## src/hdl/nested_scope_time_profiler_assert.svh

```systemverilog
// assertion macros for the nested scope time profiler
`ifndef NESTED_SCOPE_TIME_PROFILER_ASSERT_SVH
`define NESTED_SCOPE_TIME_PROFILER_ASSERT_SVH
`ifndef SYNTHESIS
`define NSTP_ASSERT(label, clk, rst_n, prop, msg) \
    label: assert property (@(posedge clk) disable iff (!rst_n) prop) else $error(msg);
`define NSTP_ASSERT_NEVER(label, clk, rst_n, cond, msg) \
    label: assert property (@(posedge clk) disable iff (!rst_n) !(cond)) else $error(msg);
`else
`define NSTP_ASSERT(label, clk, rst_n, prop, msg)
`define NSTP_ASSERT_NEVER(label, clk, rst_n, cond, msg)
`endif
`endif

```

## src/hdl/nstp_pkg.sv

```systemverilog
// shared types, codes and constants of the nested scope time profiler
`timescale 1ns / 1ps
package nstp_pkg;

    localparam int NUM_COMPONENTS_DEF = 10;
    localparam int STACK_DEPTH_DEF    = 64;
    localparam int COMP_W             = 4;
    localparam int DATA_W             = 64;

    typedef enum logic [2:0] {
        MODE_START = 3'd0,
        MODE_BEGIN = 3'd1,
        MODE_END   = 3'd2,
        MODE_HASH  = 3'd3,
        MODE_STOP  = 3'd4
    } mode_t;

    typedef enum logic [2:0] {
        ERR_NONE      = 3'd0,
        ERR_CLOCK     = 3'd1,
        ERR_COMPONENT = 3'd2,
        ERR_OVERFLOW  = 3'd3,
        ERR_MISMATCH  = 3'd4,
        ERR_UNCLOSED  = 3'd5
    } err_t;

    typedef enum logic [1:0] {
        KIND_STATUS  = 2'd0,
        KIND_REPORT  = 2'd1,
        KIND_SUMMARY = 2'd2
    } kind_t;

    typedef struct packed {
        logic [2:0]        mode;
        logic [COMP_W-1:0] component;
        logic [DATA_W-1:0] timestamp_ns;
        logic              clock_fail;
        logic [DATA_W-1:0] hash_count;
    } cmd_t;

    typedef struct packed {
        logic [1:0]        record_kind;
        logic              status;
        logic [2:0]        fault_code;
        logic [COMP_W-1:0] component_index;
        logic [DATA_W-1:0] call_count;
        logic [DATA_W-1:0] elapsed_total_ns;
        logic [DATA_W-1:0] hash_total;
        logic              last;
    } rec_t;

    // control of one counter memory
    typedef struct packed {
        logic              clr;
        logic              we;
        logic [COMP_W-1:0] waddr;
        logic [DATA_W-1:0] wdata;
        logic              re;
        logic [COMP_W-1:0] raddr;
    } stat_ctl_t;

    // first error sticks
    function automatic logic [2:0] note_err(input logic [2:0] cur, input logic [2:0] code);
        return (cur == ERR_NONE) ? code : cur;
    endfunction

endpackage

```

## src/hdl/nstp_stat_ram.sv

```systemverilog
// per-component counter memory with entry valid bits, cleared at once
`timescale 1ns / 1ps
module nstp_stat_ram #(
    parameter int NUM_COMPONENTS = nstp_pkg::NUM_COMPONENTS_DEF
) (
    input  logic                      clk,
    input  logic                      rst_n,
    input  nstp_pkg::stat_ctl_t       ctl,
    output logic [nstp_pkg::DATA_W-1:0] rdata
);
    import nstp_pkg::*;

    localparam int IDX_W = (NUM_COMPONENTS > 1) ? $clog2(NUM_COMPONENTS) : 1;

    logic [DATA_W-1:0]         mem [NUM_COMPONENTS];
    logic [NUM_COMPONENTS-1:0] vld_reg;
    logic [NUM_COMPONENTS-1:0] vld_next;
    logic                      rvld_reg;
    logic [DATA_W-1:0]         rdata_reg;
    logic [IDX_W-1:0]          waddr;
    logic [IDX_W-1:0]          raddr;

    assign waddr = ctl.waddr[IDX_W-1:0];
    assign raddr = ctl.raddr[IDX_W-1:0];

    always_comb
    begin
        vld_next = vld_reg;
        if (ctl.clr)
        begin
            vld_next = '0;
        end
        else if (ctl.we)
        begin
            vld_next[waddr] = 1'b1;
        end
    end

    always_ff @(posedge clk or negedge rst_n)
    begin
        if (!rst_n)
        begin
            vld_reg  <= '0;
            rvld_reg <= 1'b0;
        end
        else
        begin
            vld_reg <= vld_next;
            if (ctl.re)
            begin
                rvld_reg <= vld_reg[raddr];
            end
        end
    end

    always_ff @(posedge clk)
    begin
        if (ctl.we)
        begin
            mem[waddr] <= ctl.wdata;
        end
        if (ctl.re)
        begin
            rdata_reg <= mem[raddr];
        end
    end

    // an entry never written since start reads as zero
    assign rdata = rvld_reg ? rdata_reg : '0;

endmodule

```

## config.mk

```make
export PLATFORM = sky130hd
export DESIGN_NAME = nstp_stat_ram
export DESIGN_NICKNAME = d
export VERILOG_FILES = /design/src/hdl/nested_scope_time_profiler_assert.svh /design/src/hdl/nstp_pkg.sv /design/src/hdl/nstp_stat_ram.sv
export SDC_FILE = /design/constraint.sdc
export NUM_CORES = 1
export LEC_CHECK = 0
export BUFFER_PORTS_ARGS = -buffer_cell sky130_fd_sc_hd__buf_2
export CAP_MARGIN = 20
export CORE_MARGIN = 1.5
export CORE_UTILIZATION = 35
export DETAILED_ROUTE_END_ITERATION = 8
export PLACE_DENSITY_LB_ADDON = 0.12
export SETUP_SLACK_MARGIN = 0.05
export SLEW_MARGIN = 40
export SYNTH_ARGS = -nofsm -noshare
export SYNTH_HDL_FRONTEND = slang
export SYNTH_SLANG_ARGS = --single-unit
```

## constraint.sdc

```tcl
create_clock -name clk -period 1.4 [get_ports clk]
set_input_delay 0.21 -clock clk [delete_from_list [all_inputs] [get_ports clk]]
set_output_delay 0.21 -clock clk [all_outputs]
set_load 0.01 [all_outputs]
```

==> summary.txt <==
Post-synthesis compound-gate area fraction: 3.84%
WP data arrival: 1.58 ns
Critical path startpoint category: register
Core area: 76200 um^2
Clock sink count: 715
Die width: 281 um
Area growth syn-to-layout: 28.5%
Leak: 11.7 nW
Final period util: 128%
Tmin final: 1.79 ns
Max reg flops: 640
Top fanout value on the critical path: 34
Synth top area share: 78.3%
Row count: 101
Vias in the first global route: 14600
Max Cap Viol: 0
CTS tree: done
CTS Root Cell: clkbuf_16
Fillers: 6496
Unrepaired setup endpoints after global routing: yes
Setup Skew: 0.0297 ns
DPL Wire Length: 40500 um
Final hold viol count: 0
Cells after Synth: 1295
Synth unique cells: 26
Cell area after synthesis: 27000 um^2
Crit path largest cell delay: 0.41 ns
Layout Nets: 1751
Antenna-violating nets left: 0
Slew Limit Headroom: 65.4%
Worst-margin pin slew: 0.518 ns
First-pass GRT wire length: 96800 um
Syn_nets: 1372
Grt ovf: 0
Power Dens Cells: 1390 nW/um^2
Outcome: finished with violations
GP Congestion: 0.722
Int Power: 38.0 mW
First-pass DRT Iterations: 4
CP required: 1.19 ns
Maximum root-to-sink buffer count: 3
Final WL: 64400 um
Adder-Cell Fraction of Synth Area: 0%
Comb power frac: 6.0%
Largest family of logic cells by synthesized area: multiplexers
Maximum vdd ir drop: 0.000805 V
Initial antenna violation count: 3
Top cells by area, synth: edfxtp_1, mux4_2, a22oi_1
Avg Vias per Cell: 4.88
Routed vias: 13500
Largest net degree at the start of global routing: 37
HP Class: in2reg
DR WL/cell: 23.3 um
Clock H-tree levels: 3
I/O pin count: 141
Xor/xnor share of the synthesized area: 0%
Buffer count from post-CTS setup fixing: 0
Die Footprint: 78800 um^2
Total clock buffers created by CTS: 81
P_sw: 10.1 mW
Tot GR Track Use: 16.8%
Final setup margin: -0.392 ns
Crit-path slowest cell: dfrtp_2
Synth warn: 0
Die span in y: 281 um
Yosys top cell by area: edfxtp_1
Setup TNS: -23.32 ns
Sequential power share: 50.4%
Clock group share of total power: 43.5%
Initial Util: 35.4%
Layout cells sized above 1: 36.6%
Initial drt markers: 850
Crit end category: output pin
IO buf count: 140
Worst-path cell chain: buf_12, and2_4, buf_6
Clk_lat worst skew: 0.63 ns
Reg clk slew, reported paths: 0.06 ns
Switching Share: 21.0%
Max Slew Vio Count: 0
Failing checks: setup timing
WS Path Type: reg2out
Multiplexer area fraction after synthesis: 10.9%
Simple-Gate Fraction of Synth Area: 4.57%
Mean post-synth cell area: 20.9 um^2
FMAX: 0.558 GHz
#FFs+latches synth: 715
Final Setup Violations: 65
Sequential element share of the synthesized area: 79.3%
DRC: 0
Worst hold margin: 0.117 ns
-- what timing repair did --
item / in CTS / in global routing
gates resized for setup: 39 / 35
endpoints found under the hold margin: 667 / 0
pin swaps: 39 / 28
hold buffers: 68 / 0
endpoints found under the setup margin: 102 / 126
-- stage by stage --
stage	util (%)	power, mW	std cells	worst slack, ns	instance area, um^2
after detailed placement	40.7	27.4	2553	-0.464	31000
final	45.5	48.1	2768	-0.392	34700
after global placement	40.7	27.4	2553	-0.470	31000
after global routing	45.5	49.7	2768	-0.499	34700
after CTS	45.3	48.7	2767	-0.478	34500
after floorplan	-	26.0	1295	-1.29	27200
-- final cells by class --
| class | count | area [um^2] | share of cell area (%) |
|---|---|---|---|
| tap | 1030 | 1290 | 3.71 |
| sequential | 715 | 21400 | 61.7 |
| clock buffer | 100 | 2140 | 6.17 |
| inverter | 1 | 3.75 | 0.0108 |
| timing repair buffer | 371 | 3700 | 10.7 |
| antenna | 1 | 2.50 | 0.00721 |
| clock inverter | 46 | 492 | 1.42 |
| multi-input combinational | 504 | 5650 | 16.3 |
-- placed cells by master, fill, tap and decap left out, types with 2 or more instances in the layout --
master         instances
edfxtp_1             704
buf_2                130
mux4_2               129
clkbuf_16             83
buf_12                83
buf_4                 82
dlygate4sd3_1         68
nand2b_1              65
o211ai_1              64
nand2_1               63
a22oi_2               59
and2_1                58
clkbuf_1              17
clkinv_2              16
nor2_1                13
clkinv_1              13
dfrtp_1               10
bufinv_16              9
nor2_4                 8
a21oi_1                8
buf_6                  7
and2_4                 6
a22oi_1                5
nand2_2                3
nor3_4                 3
nor2b_1                3
mux2_2                 3
clkinvlp_4             3
nand2b_4               2
nand3b_1               2
and3b_1                2
a31oi_1                2
clkinv_8               2
inv_6                  2
-- worst max-delay path, delay by kind of cell (launching register included) --
kind / cells / cell delay (ns)
flip-flops: 1 / 0.41
buffers and inverters: 2 / 0.31
AND/OR/NAND/NOR: 1 / 0.20
-- metal layers --
metal / vias up / GRT usage, % / wire length, um
li1: 6074 / - / -
met1: 7096 / 22.6 / 28800
met2: 224 / 28.3 / 31900
met3: 106 / 2.96 / 2130
met4: 4 / 4.52 / 1520
met5: - / 0 / 27
-- final timing paths --
| kind | from | to | slack [ns] | cells past startpoint |
|---|---|---|---|---|
| setup / recovery | rvld_reg | rdata[63] | -0.39 | 3 |
| hold / removal | ctl[69] | vld_reg[7] | 0.12 | 4 |
| setup reg to reg | mem[7][61] | rdata_reg[61] | -0.04 | 3 |
| hold reg to reg | vld_reg[7] | vld_reg[7] | 0.50 | 2 |
| max in group asynchronous | rst_n | rvld_reg | 0.40 | 3 |
| min in group asynchronous | rst_n | vld_reg[6] | 0.63 | 3 |
-- cells in the mapped netlist --
cell type  number
nor2b_1         4
buf_2          19
nand3b_1        2
clkbuf_1       45
a21oi_1         8
mux4_2        129
or3b_2          1
nor2_1         21
and3b_1         2
nor3_1          3
a41oi_1         1
mux2_2          3
nor3b_1         1
a31oi_1         2
o41ai_1         1
buf_6           9
o211ai_1       64
and2_1         64
nand2_1        66
o22ai_1         1
inv_1           1
edfxtp_1      704
buf_1           2
a22oi_1        64
nand2b_1       67
dfrtp_1        11
-- power groups by stage --
stage	clock network, mW	registers [mW]	logic [mW]
after floorplan	0	24.6	1.33
after global placement	0	24.7	2.67
after detailed placement	0	24.7	2.70
after CTS	21.5	24.3	2.93
after global routing	22.3	24.3	3.17
final	20.9	24.3	2.91
-- cells by family (layout without fill, tap and decap cells) --
group | count (synthesis) | after routing
multiplexers | 132 | 132
AND/OR/NAND/NOR | 231 | 231
flip-flops | 715 | 715
buffers and inverters | 76 | 518
AO/OA/AOI/OAI | 141 | 141
other | 0 | 1
Power figures use the tool's default switching activity.
